<file path="config.mk">
export PLATFORM = sky130hd
export DESIGN_NAME = positional_ordered_list_flat
export DESIGN_NICKNAME = d
export VERILOG_FILES = /design/src/rtl/pol_pkg.sv /design/src/rtl/pol_if.sv /design/src/rtl/positional_ordered_list.sv /design/src/rtl/pol_cell.sv /design/src/flat_wrapper.sv
export SDC_FILE = /design/constraint.sdc
export NUM_CORES = 1
export LEC_CHECK = 0
export BUFFER_PORTS_ARGS = -buffer_cell sky130_fd_sc_hd__buf_2
export CAP_MARGIN = 10
export CORE_UTILIZATION = 49
export CTS_CLUSTER_DIAMETER = 100
export CTS_CLUSTER_SIZE = 14
export DETAILED_ROUTE_END_ITERATION = 12
export HOLD_SLACK_MARGIN = 0.1
export PLACE_DENSITY_LB_ADDON = 0.3
export SYNTH_ARGS = -nofsm -noshare
export SYNTH_HDL_FRONTEND = slang
export SYNTH_SLANG_ARGS = --single-unit
</file>
<file path="constraint.sdc">
create_clock -name clk -period 6.9 [get_ports clk]
set_input_delay 0.69 -clock clk [delete_from_list [all_inputs] [get_ports clk]]
set_output_delay 0.69 -clock clk [all_outputs]
set_load 0.01 [all_outputs]
</file>
<file path="src/rtl/pol_pkg.sv">
// ----------------------------------------------------------------------------
// pol_pkg: shared types for the positional ordered list
// Command and status codes, cell operations and controller states.
// ----------------------------------------------------------------------------
package pol_pkg;

  localparam int unsigned VALUE_W    = 32;
  localparam int unsigned COMMAND_W  = 3;
  localparam int unsigned POSITION_W = 5;
  localparam int unsigned STATUS_W   = 2;
  localparam int unsigned ECOUNT_W   = 5;

  typedef enum logic [COMMAND_W-1:0] {
    CMD_INS_FRONT = 3'd0,
    CMD_INS_BACK  = 3'd1,
    CMD_INS_AT    = 3'd2,
    CMD_DEL_FRONT = 3'd3,
    CMD_DEL_BACK  = 3'd4,
    CMD_DEL_AT    = 3'd5,
    CMD_DUMP      = 3'd6
  } cmd_t;

  typedef enum logic [STATUS_W-1:0] {
    STAT_OK      = 2'd0,
    STAT_INVALID = 2'd1,
    STAT_EMPTY   = 2'd2,
    STAT_FULL    = 2'd3
  } status_t;

  typedef enum logic [2:0] {
    CELL_HOLD,
    CELL_LOAD,
    CELL_FROM_PREV,
    CELL_FROM_NEXT,
    CELL_FROM_FRONT
  } cell_op_t;

  typedef enum logic {
    ST_RUN,
    ST_DUMP
  } state_t;

endpackage

</file>
<file path="src/rtl/pol_if.sv">
// ----------------------------------------------------------------------------
// pol_if: channel interfaces of the positional ordered list
// Command channel and result channel, each with valid/ready handshake.
// ----------------------------------------------------------------------------
interface pol_in_if;
  logic                                  valid;
  logic                                  ready;
  logic        [pol_pkg::COMMAND_W-1:0]  command;
  logic signed [pol_pkg::VALUE_W-1:0]    value;
  logic        [pol_pkg::POSITION_W-1:0] position;

  modport source (output valid, command, value, position, input ready);
  modport sink   (input valid, command, value, position, output ready);
endinterface

interface pol_out_if;
  logic                                valid;
  logic                                ready;
  logic        [pol_pkg::STATUS_W-1:0] status;
  logic        [pol_pkg::ECOUNT_W-1:0] entry_count;
  logic signed [pol_pkg::VALUE_W-1:0]  element;
  logic                                last;

  modport source (output valid, status, entry_count, element, last, input ready);
  modport sink   (input valid, status, entry_count, element, last, output ready);
endinterface

</file>
<file path="src/rtl/positional_ordered_list.sv">
// ----------------------------------------------------------------------------
// positional_ordered_list: bounded ordered list in a row of shifting cells
// Inserts and deletes at front, back or a 1-based position; dumps in order.
// ----------------------------------------------------------------------------
// Every insert or delete is taken at once: the cells from its position on
// shift toward the back or the front together, and the single result
// transaction is registered, so edit commands stream at one per cycle while
// the result side keeps up. A dump of N elements holds the command channel:
// after it is taken, each step that the result side allows rotates the first
// N cells by one and sends out the front cell, which leaves the list as it
// was; no command is taken until the last element has been handed over.
// A dump of an empty list and every edit give one result in the next cycle.
// CAPACITY sets the number of cells; entry_count carries the low five bits
// of the element count.
module positional_ordered_list #(
  parameter int unsigned CAPACITY = 16
) (
  input  logic      clk,
  input  logic      rst_n,
  pol_in_if.sink    in_ch,
  pol_out_if.source out_ch
);

  localparam int unsigned CW   = $clog2(CAPACITY + 1);
  localparam int unsigned CMPW = CW + 6;

  pol_pkg::state_t state_r, state_nxt;
  logic [CW-1:0]   count_r, count_nxt;
  logic [CW-1:0]   dcnt_r, dcnt_nxt;

  logic                                out_valid_r, out_valid_nxt;
  pol_pkg::status_t                    out_status_r, out_status_nxt;
  logic [CW-1:0]                       out_count_r, out_count_nxt;
  logic signed [pol_pkg::VALUE_W-1:0]  out_element_r, out_element_nxt;
  logic                                out_last_r, out_last_nxt;

  logic signed [pol_pkg::VALUE_W-1:0] cell_data [CAPACITY];
  pol_pkg::cell_op_t                  cell_op   [CAPACITY];

  logic             out_free;
  logic             accept;
  logic             dump_step;
  logic             dump_last;
  logic             dump_start;
  pol_pkg::cmd_t    cmd;
  pol_pkg::status_t edit_status;
  logic             ins_en, del_en;
  logic [CMPW-1:0]  idx;
  logic [CMPW-1:0]  pos_x, cnt_x, last_x;

  assign out_free   = !out_valid_r || out_ch.ready;
  assign accept     = in_ch.valid && in_ch.ready;
  assign cmd        = pol_pkg::cmd_t'(in_ch.command);
  assign pos_x      = CMPW'(in_ch.position);
  assign cnt_x      = CMPW'(count_r);
  assign last_x     = cnt_x - CMPW'(1);
  assign dump_last  = (dcnt_r == count_r - CW'(1));
  assign dump_start = accept && (cmd == pol_pkg::CMD_DUMP) && (count_r != '0);

  // command decode
  always_comb begin
    edit_status = pol_pkg::STAT_OK;
    ins_en      = 1'b0;
    del_en      = 1'b0;
    idx         = '0;
    unique case (cmd)
      pol_pkg::CMD_INS_FRONT, pol_pkg::CMD_INS_BACK, pol_pkg::CMD_INS_AT: begin
        if (cnt_x >= CMPW'(CAPACITY)) begin
          edit_status = pol_pkg::STAT_FULL;
        end else if (cmd == pol_pkg::CMD_INS_FRONT) begin
          ins_en = 1'b1;
        end else if (cmd == pol_pkg::CMD_INS_BACK) begin
          ins_en = 1'b1;
          idx    = cnt_x;
        end else if (pos_x < CMPW'(1) || pos_x > cnt_x + CMPW'(1)) begin
          edit_status = pol_pkg::STAT_INVALID;
        end else begin
          ins_en = 1'b1;
          idx    = pos_x - CMPW'(1);
        end
      end
      pol_pkg::CMD_DEL_FRONT, pol_pkg::CMD_DEL_BACK, pol_pkg::CMD_DEL_AT: begin
        if (count_r == '0) begin
          edit_status = pol_pkg::STAT_EMPTY;
        end else if (cmd == pol_pkg::CMD_DEL_FRONT) begin
          del_en = 1'b1;
        end else if (cmd == pol_pkg::CMD_DEL_BACK) begin
          del_en = 1'b1;
          idx    = last_x;
        end else if (pos_x < CMPW'(1) || pos_x > cnt_x) begin
          edit_status = pol_pkg::STAT_INVALID;
        end else begin
          del_en = 1'b1;
          idx    = pos_x - CMPW'(1);
        end
      end
      pol_pkg::CMD_DUMP: begin
        if (count_r == '0) begin
          edit_status = pol_pkg::STAT_EMPTY;
        end
      end
      default: edit_status = pol_pkg::STAT_INVALID;
    endcase
  end

  // cell row
  genvar gi;
  generate
    for (gi = 0; gi < CAPACITY; gi++) begin : g_cell
      logic signed [pol_pkg::VALUE_W-1:0] prev_v, next_v;

      if (gi == 0) begin : g_first
        assign prev_v = '0;
      end else begin : g_mid_p
        assign prev_v = cell_data[gi-1];
      end
      if (gi == CAPACITY - 1) begin : g_last
        assign next_v = '0;
      end else begin : g_mid_n
        assign next_v = cell_data[gi+1];
      end

      always_comb begin
        cell_op[gi] = pol_pkg::CELL_HOLD;
        if (dump_step) begin
          cell_op[gi] = (CMPW'(gi) == last_x) ? pol_pkg::CELL_FROM_FRONT
                                              : pol_pkg::CELL_FROM_NEXT;
        end else if (accept && ins_en) begin
          if (CMPW'(gi) == idx) begin
            cell_op[gi] = pol_pkg::CELL_LOAD;
          end else if (CMPW'(gi) > idx) begin
            cell_op[gi] = pol_pkg::CELL_FROM_PREV;
          end
        end else if (accept && del_en) begin
          if (CMPW'(gi) >= idx) begin
            cell_op[gi] = pol_pkg::CELL_FROM_NEXT;
          end
        end
      end

      pol_cell u_cell (
        .clk         (clk),
        .op          (cell_op[gi]),
        .new_value   (in_ch.value),
        .prev_value  (prev_v),
        .next_value  (next_v),
        .front_value (cell_data[0]),
        .data        (cell_data[gi])
      );
    end
  endgenerate

  // next state
  always_comb begin
    state_nxt = state_r;
    unique case (state_r)
      pol_pkg::ST_RUN:  if (dump_start) state_nxt = pol_pkg::ST_DUMP;
      pol_pkg::ST_DUMP: if (dump_step && dump_last) state_nxt = pol_pkg::ST_RUN;
      default:          state_nxt = pol_pkg::ST_RUN;
    endcase
  end

  // state outputs
  always_comb begin
    in_ch.ready = 1'b0;
    dump_step   = 1'b0;
    unique case (state_r)
      pol_pkg::ST_RUN:  in_ch.ready = out_free;
      pol_pkg::ST_DUMP: dump_step   = out_free;
      default: begin
        in_ch.ready = 1'b0;
        dump_step   = 1'b0;
      end
    endcase
  end

  // count, dump counter and result register
  always_comb begin
    count_nxt       = count_r;
    dcnt_nxt        = dcnt_r;
    out_valid_nxt   = out_valid_r;
    out_status_nxt  = out_status_r;
    out_count_nxt   = out_count_r;
    out_element_nxt = out_element_r;
    out_last_nxt    = out_last_r;

    if (out_ch.ready) begin
      out_valid_nxt = 1'b0;
    end

    if (accept) begin
      if (ins_en) begin
        count_nxt = count_r + CW'(1);
      end else if (del_en) begin
        count_nxt = count_r - CW'(1);
      end
      dcnt_nxt = '0;
      if (!dump_start) begin
        out_valid_nxt   = 1'b1;
        out_status_nxt  = edit_status;
        out_count_nxt   = count_nxt;
        out_element_nxt = '0;
        out_last_nxt    = 1'b1;
      end
    end else if (dump_step) begin
      dcnt_nxt        = dcnt_r + CW'(1);
      out_valid_nxt   = 1'b1;
      out_status_nxt  = pol_pkg::STAT_OK;
      out_count_nxt   = count_r;
      out_element_nxt = cell_data[0];
      out_last_nxt    = dump_last;
    end
  end

  always_ff @(posedge clk) begin
    if (!rst_n) begin
      state_r     <= pol_pkg::ST_RUN;
      count_r     <= '0;
      dcnt_r      <= '0;
      out_valid_r <= 1'b0;
    end else begin
      state_r     <= state_nxt;
      count_r     <= count_nxt;
      dcnt_r      <= dcnt_nxt;
      out_valid_r <= out_valid_nxt;
    end
  end

  always_ff @(posedge clk) begin
    out_status_r  <= out_status_nxt;
    out_count_r   <= out_count_nxt;
    out_element_r <= out_element_nxt;
    out_last_r    <= out_last_nxt;
  end

  assign out_ch.valid       = out_valid_r;
  assign out_ch.status      = out_status_r;
  assign out_ch.entry_count = pol_pkg::ECOUNT_W'(out_count_r);
  assign out_ch.element     = out_element_r;
  assign out_ch.last        = out_last_r;

endmodule

</file>
<file path="src/rtl/pol_cell.sv">
// ----------------------------------------------------------------------------
// pol_cell: one storage cell of the list row
// Holds one element and loads a new value, a neighbor's value or the front cell's value on command.
// ----------------------------------------------------------------------------
module pol_cell (
  input  logic                               clk,
  input  pol_pkg::cell_op_t                  op,
  input  logic signed [pol_pkg::VALUE_W-1:0] new_value,
  input  logic signed [pol_pkg::VALUE_W-1:0] prev_value,
  input  logic signed [pol_pkg::VALUE_W-1:0] next_value,
  input  logic signed [pol_pkg::VALUE_W-1:0] front_value,
  output logic signed [pol_pkg::VALUE_W-1:0] data
);

  logic signed [pol_pkg::VALUE_W-1:0] data_r;
  logic signed [pol_pkg::VALUE_W-1:0] data_nxt;

  always_comb begin
    unique case (op)
      pol_pkg::CELL_HOLD:       data_nxt = data_r;
      pol_pkg::CELL_LOAD:       data_nxt = new_value;
      pol_pkg::CELL_FROM_PREV:  data_nxt = prev_value;
      pol_pkg::CELL_FROM_NEXT:  data_nxt = next_value;
      pol_pkg::CELL_FROM_FRONT: data_nxt = front_value;
      default:                  data_nxt = data_r;
    endcase
  end

  always_ff @(posedge clk) begin
    data_r <= data_nxt;
  end

  assign data = data_r;

endmodule
</file>
<file path="src/flat_wrapper.sv">
// flat-port wrapper written by rule: the top's interface ports become plain ports
module positional_ordered_list_flat 
#(
  parameter int unsigned CAPACITY = 16
)
  (clk, rst_n, in_ch_valid, in_ch_command, in_ch_value, in_ch_position, in_ch_ready, out_ch_valid, out_ch_status, out_ch_entry_count, out_ch_element, out_ch_last, out_ch_ready);
  pol_in_if in_ch_i ();
  pol_out_if out_ch_i ();
  input  logic clk;
  input  logic rst_n;
  input wire logic [$bits(in_ch_i.valid)-1:0] in_ch_valid;
  input wire logic [$bits(in_ch_i.command)-1:0] in_ch_command;
  input wire logic [$bits(in_ch_i.value)-1:0] in_ch_value;
  input wire logic [$bits(in_ch_i.position)-1:0] in_ch_position;
  output wire logic [$bits(in_ch_i.ready)-1:0] in_ch_ready;
  output wire logic [$bits(out_ch_i.valid)-1:0] out_ch_valid;
  output wire logic [$bits(out_ch_i.status)-1:0] out_ch_status;
  output wire logic [$bits(out_ch_i.entry_count)-1:0] out_ch_entry_count;
  output wire logic [$bits(out_ch_i.element)-1:0] out_ch_element;
  output wire logic [$bits(out_ch_i.last)-1:0] out_ch_last;
  input wire logic [$bits(out_ch_i.ready)-1:0] out_ch_ready;
  assign in_ch_i.valid = in_ch_valid;
  assign in_ch_i.command = in_ch_command;
  assign in_ch_i.value = in_ch_value;
  assign in_ch_i.position = in_ch_position;
  assign in_ch_ready = in_ch_i.ready;
  assign out_ch_valid = out_ch_i.valid;
  assign out_ch_status = out_ch_i.status;
  assign out_ch_entry_count = out_ch_i.entry_count;
  assign out_ch_element = out_ch_i.element;
  assign out_ch_last = out_ch_i.last;
  assign out_ch_i.ready = out_ch_ready;
  positional_ordered_list #(.CAPACITY(CAPACITY)) u_core (.clk(clk), .rst_n(rst_n), .in_ch(in_ch_i), .out_ch(out_ch_i));
endmodule
</file>
## After elaboration in Yosys (flattened, before gate mapping)

Index checks and enable logic that the tools add are counted.

- Add/sub/neg operators: 6
- $lt $le $gt $ge: 36
- Equal/unequal tests: 101
- Muxes and demuxes: 180
- Bitwise operators: 2
- Reduce and logical (&&, ||, !) cells: 37

Operators with widths:

| operator | count |
|---|---|
| $pmux 32 s4 | 14 |
| $mux 3 | 80 |
| $pmux 32 s3 | 2 |
| $eq 4x11->1 const A | 16 |
| $eq 3x2->1 const B | 34 |
| $mux 32 | 3 |
| $eq 3x11->1 const A | 8 |
| $ge 4x11->1 const A | 8 |
| $gt 4x11->1 const A | 8 |
| $mux 11 | 8 |
| $mux 2 | 42 |
| $reduce_bool 4->1 | 14 |
| $eq 3x3->1 const B | 18 |
| $eq 3x1->1 const B | 17 |
| $eq 2x11->1 const A | 4 |
| $ge 3x11->1 const A | 4 |
| $gt 3x11->1 const A | 4 |
| $mux 5 | 5 |
| $mux 1 | 23 |
| $eq 1x11->1 const A | 2 |
| $ge 1x11->1 const A | 2 |
| $ge 2x11->1 const A | 2 |
| $gt 1x11->1 const A | 2 |
| $gt 2x11->1 const A | 2 |
| 26 further kinds | 40 |

- Flip-flop bits (word level): 564
- Output and inout port bits: 42

## Logic depth before layout (Yosys ltp)

- Depth in word-level cells: 16
- Mapped depth: 18

## Cells and area by module

Synthesis repeated with hierarchy kept, for this count alone.

- Cells, all modules: 2780
- Area, all modules: 34536.9 sq um

By module, submodules not included:

| module | instances | cells each | area an instance (sq um) |
|---|---|---|---|
| pol_cell | 16 | 147 | 1905.6 |
| positional_ordered_list | 1 | 428 | 4047.6 |

## Worst setup path before layout

OpenSTA, ideal clock, no wires.

- Path type: register to register
- Start: register u_core.count_r[0]
- End: register u_core.g_cell[13].u_cell.data_r (netlist bit u_core.g_cell[13].u_cell.data[0]), enable pin
- Arrival time: 6.264 ns
- Data required time: 6.389 ns
- Setup slack: 0.125 ns
- Cell stages (with the launch flop): 14
- Buffers on the path: 2
- Cell sequence: dfxtp_1 > buf_2 > inv_1 > ha_1 > inv_1 > ha_1 > and4_1 > nand2_1 > o31a_1 > a21oi_1 > a31oi_1 > nand3_1 > buf_2 > o41ai_1

- Cells in the longest elaborated chain, start to end: 15

RTL lines:

| what | RTL line | RTL |
|---|---|---|
| start: declaration | positional_ordered_list.sv:28 | `logic [CW-1:0] count_r, count_nxt;` |
| start signal: assignment | positional_ordered_list.sv:223 | `count_r <= count_nxt;` |
| $add 5x1->6 | positional_ordered_list.sv:75 | `end else if (pos_x < CMPW'(1) \|\| pos_x > cnt_x + CMPW'(1)) begin` |
| $gt 5x11->1 | positional_ordered_list.sv:75 |  |
| $logic_or 1x1->1 | positional_ordered_list.sv:75 |  |
| $mux 11 | positional_ordered_list.sv:75 |  |
| $mux 11 | positional_ordered_list.sv:72 | `end else if (cmd == pol_pkg::CMD_INS_BACK) begin` |
| $mux 11 | positional_ordered_list.sv:70 | `end else if (cmd == pol_pkg::CMD_INS_FRONT) begin` |
| $mux 11 | positional_ordered_list.sv:68 | `if (cnt_x >= CMPW'(CAPACITY)) begin` |
| $pmux 11 s2 | positional_ordered_list.sv:66 | `unique case (cmd)` |
| $ge 4x11->1 or $gt 4x11->1 (tied branches) | positional_ordered_list.sv:135, positional_ordered_list.sv:131 |  |
| $mux 2, on equally long branches | positional_ordered_list.sv:135, positional_ordered_list.sv:131 |  |
| $mux 3, on equally long branches | positional_ordered_list.sv:134, positional_ordered_list.sv:129 |  |
| $mux 3 | positional_ordered_list.sv:128 | `end else if (accept && ins_en) begin` |
| $mux 3 (*) | positional_ordered_list.sv:125 | `if (dump_step) begin` |
| $eq 3x3->1, or another cell as far along | pol_cell.sv:19 | `unique case (op)` |
| $reduce_bool 4->1 (no line) (*) | - |  |
| end signal: assignment | pol_cell.sv:30 | `data_r <= data_nxt;` |
| end: declaration | pol_cell.sv:15 | `logic signed [pol_pkg::VALUE_W-1:0] data_r;` |

Mark *: on every way between the ends. The rest lies on a longest branch, timed or not.
A chain may end at the register's enable or synchronous reset.

## Worst setup path in the final report

- Start: register u_core.count_r[0]
- End: register u_core.g_cell[10].u_cell.data_r (netlist bit u_core.g_cell[10].u_cell.data[22]), enable pin

- Cells in the longest elaborated chain, start to end: 15

RTL lines:

| what | RTL line |
|---|---|
| $add 5x1->6 | positional_ordered_list.sv:75 |
| $gt 5x11->1 | positional_ordered_list.sv:75 |
| $logic_or 1x1->1 | positional_ordered_list.sv:75 |
| $mux 11 | positional_ordered_list.sv:75 |
| $mux 11 | positional_ordered_list.sv:72 |
| $mux 11 | positional_ordered_list.sv:70 |
| $mux 11 | positional_ordered_list.sv:68 |
| $pmux 11 s2 | positional_ordered_list.sv:66 |
| $ge 4x11->1 or $gt 4x11->1 (tied branches) | positional_ordered_list.sv:135, positional_ordered_list.sv:131 |
| $mux 2, on equally long branches | positional_ordered_list.sv:135, positional_ordered_list.sv:131 |
| $mux 3, on equally long branches | positional_ordered_list.sv:134, positional_ordered_list.sv:129 |
| $mux 3 | positional_ordered_list.sv:128 |
| $mux 3 (*) | positional_ordered_list.sv:125 |
| $eq 3x3->1, or another cell as far along | pol_cell.sv:19 |
| $reduce_bool 4->1 (no line) (*) | - |
| end signal: assignment | pol_cell.sv:30 |
| end: declaration | pol_cell.sv:15 |

Marked as above.

==> key figures <==
Worst setup path
  – Crit. Startpoint: u_core.count_r[0]$_SDFFE_PN0P_
  – Worst setup SP type: flop
  – CP max FO: 32
  – R2R Setup Slk: 1.07 ns
  – Type of the worst setup path: flop to flop
  – Reg-to-reg endpoint: u_core.g_cell[10].u_cell.data[22]$_DFFE_PP_
  – CP arrival: 6.13 ns
  – Critical Path RT: 7.20 ns
  – Critical path capture point: u_core.g_cell[10].u_cell.data[22]$_DFFE_PP_
  – FF-to-FF path depth: 14
  – Setup crit end kind: flop
  – Worst R2R Start: u_core.count_r[0]$_SDFFE_PN0P_

Timing
  – Worst Hold Slack: 0.446 ns
  – Min Tclk post-route: 5.83 ns
  – Max frequency: 172 MHz
  – Relative slew slack: 7.73%
  – Post-route setup slack: 1.07 ns
  – Clock skew: 0.0258 ns
  – RSZ-0062 raised after global routing: no
  – Final setup fails: 0
  – Slew Limit Fails: 0
  – Final Hold Fails: 0
  – Worst-margin pin slew: 1.38 ns
  – Final setup TNS: 0 ns
  – Tcrit/Tclk final: 84.5%

Synthesis
  – Main synth FF type: edfxtp_1
  – Seq/Total Area, Yosys: 52.3%
  – Flop and latch count out of synthesis: 564
  – Number of flops mapped to enable cells by yosys: 552
  – Count of cell types in the netlist: 94
  – Synth area leader: edfxtp_1
  – Mapped Nets: 2928
  – Synth warn: 0
  – Area of the mapped netlist: 32200 µm²
  – Area contributors post-synth: edfxtp_1 (52%), a221o_1 (5.2%), nand3_1 (4.0%)
  – Mapped Cells: 2867
  – Top-area cell type share of the netlist area: 51.5%
  – Share of synthesized registers carrying an async set or reset: 0%
  – Post-synthesis area per instance: 11.2 µm²

GRT
  – First-pass GRT wire length: 164000 µm
  – Vias in the first global route: 25000
  – GRT Overall Usage: 31.8%
  – Initial antenna violation count: 0
  – GRT overflow: 0
  – Largest net degree at the start of global routing: 65

Job
  – Max-Cap Viols: 0

Route
  – Met3 wire len: 13300 µm
  – Wire per inst: 30.6 µm
  – Top Metal Used: met4
  – Met2 WL post-DR: 46500 µm
  – Met1 Wirelength: 45800 µm
  – Post-DRT Antenna Nets: 0
  – Via count: 26800
  – Drt total wl: 109000 µm
  – DRC: 0
  – Drt via density: 7.52
  – DR pass1 iterations: 6
  – Detailed Route Iter0 Violations: 4214

Cells and area
  – Syn-to-layout area delta: 6.75%
  – Final nets: 2750
  – Fill count: 5664
  – ANT cells: 0
  – Core Util, Final: 53.1%
  – Proportion of layout cells with a drive suffix above 1: 13.5%
  – Final Non-Filler Cells: 3561

Die
  – Num rows: 93
  – # IOs: 86
  – Die width: 258 µm
  – Die ar.: 66700 µm²
  – Vert. Die Dim: 258 µm
  – Initial Util: 49.7%
  – Core area: 64700 µm²

Clocking
  – CTS H-tree lvls: 2
  – Inserted Clock Buffers: 46
  – Sink Count: 564
  – Clock buffer depth: 3
  – Clk slew on worst S/H paths: 0.07 ns
  – TritonCTS clock tree: built
  – Number of hold buffers added after cts: 0
  – CTS Root Cell: clkbuf_16
  – CTS-repair resized insts: 0
  – Post-CTS Setup Repair Bufs: 0
  – Clk_lat worst skew: 0.61 ns

Pwr
  – Pwr Density: 276 nW/µm²
  – Leak: 11.2 nW
  – Max VDD drop: 191 µV

Placed design
  – Placed wire-length estimate: 73900 µm
  – Number of buffers added on ports: 85
  – Pre-CTS WS: 1.14 ns
  – Dpl cells: 3494
  – GPL Wtd Cong: 0.962

Worst hold path
  – Min-Delay Path Class: primary input to flop

Run status
  – Status: finished clean
[registers in the layout, summed over array words and instances (netlist names)]
| name | flops |
|---|---|
| u_core.g_cell.u_cell.data | 512 |
| u_core.out_ch.element | 32 |
| u_core.count_r | 5 |
| u_core.dcnt_r | 5 |
| u_core.out_ch.entry_count | 5 |
| u_core.out_ch.status | 2 |
| u_core.out_ch.last | 1 |
| u_core.out_ch.valid | 1 |
| u_core.state_r | 1 |
[area by class of cell]
cell class | count | area (µm²) | share of cell area (%)
sequential | 564 | 16800 | 49.0
timing repair buffer | 166 | 1050 | 3.05
clock inverter | 2 | 20.0 | 0.0583
tap | 855 | 1070 | 3.11
multi-input combinational | 1886 | 14100 | 40.9
inverter | 25 | 93.8 | 0.273
clock buffer | 63 | 1240 | 3.60
[layer usage]
| metal | vias to the layer above | track usage [%] |
|---|---|---|
| met5 | - | 0 |
| met4 | 0 | 10.6 |
| met3 | 218 | 5.53 |
| met2 | 2061 | 46.6 |
| met1 | 13100 | 47.5 |
| li1 | 11400 | - |
[stage by stage]
stage / cell area, µm² / power (mW)
after floorplan: 32200 / 6.20
after detailed placement: 33100 / 6.97
final: 34400 / 9.49
after global placement: 33100 / 6.90
after CTS: 34300 / 9.41
after global routing: 34400 / 9.74
[placed cells by master (no fill, tap or decap), drive strengths merged, types with 29 or more instances in the layout]
master / instances
nand3: 255
nor2: 72
clkbuf: 63
o22ai: 29
a21oi: 61
and2: 45
a32oi: 43
a21bo: 32
nand2: 107
a22o: 129
edfxtp: 552
a31oi: 128
o211ai: 40
nor3b: 37
a222oi: 33
a22oi: 112
a221o: 167
mux2i: 65
o21ai: 61
mux2: 33
nor3: 126
a221oi: 57
a2bb2oi: 59
buf: 166
[synthesized netlist by cell type, types with 44 or more instances]
cell and instances:
a21oi_1 59, a221o_1 167, a221oi_1 56, a22o_1 129, a22oi_1 112, a2bb2oi_1 58
a31oi_1 127, buf_1 44, buf_2 65, clkbuf_1 274, edfxtp_1 552, mux2i_1 65
nand2_1 106, nand3_1 254, nor2_1 69, nor3_1 121, o21ai_0 49
[kinds of logic (layout without fill, tap and decap cells)]
group,Yosys count,in the layout,share of synthesized area (%)
simple gates,712,712,11.6
mux,98,98,3.18
flops,564,564,52.3
xor+xnor,21,21,0.614
compound gates,1038,1038,26.4
fa+ha+maj,17,17,0.661
buf+inv,417,256,5.29
[where the power goes]
group          internal, mW  switching (mW)
clock                  1.24            1.26
combinational         0.780            1.40
sequential             4.42           0.389
total                  6.44            3.05
[worst min path at each step]
| stage | startpoint | end | slack (ns) | cells after the start |
|---|---|---|---|---|
| floorplan | u_core.dcnt_r[1]$_SDFFE_PP0P_ | u_core.dcnt_r[1]$_SDFFE_PP0P_ | 0.48 | 2 |
| global placement | u_core.dcnt_r[1]$_SDFFE_PP0P_ | u_core.dcnt_r[1]$_SDFFE_PP0P_ | 0.50 | 2 |
| detailed placement | u_core.dcnt_r[1]$_SDFFE_PP0P_ | u_core.dcnt_r[1]$_SDFFE_PP0P_ | 0.52 | 2 |
| CTS | rst_n | u_core.state_r$_SDFF_PN0_ | 0.42 | 2 |
| global route | rst_n | u_core.state_r$_SDFF_PN0_ | 0.44 | 2 |
| finish | rst_n | u_core.state_r$_SDFF_PN0_ | 0.45 | 2 |
[critical path, cell delays in order (launching register included)]
cell and delay [ns]:
dfxtp_1 0.71, inv_1 0.29, ha_1 0.45, inv_1 0.07
ha_1 0.31, and4_1 0.19, nand2_1 0.10, o31a_1 0.19
a2111o_1 0.44, and3b_1 0.43, a21oi_1 0.69, or2_2 0.64
nand2_1 0.33, or3_1 0.38, buf_4 0.28
Note: power is estimated with default switching activity, not from simulation.
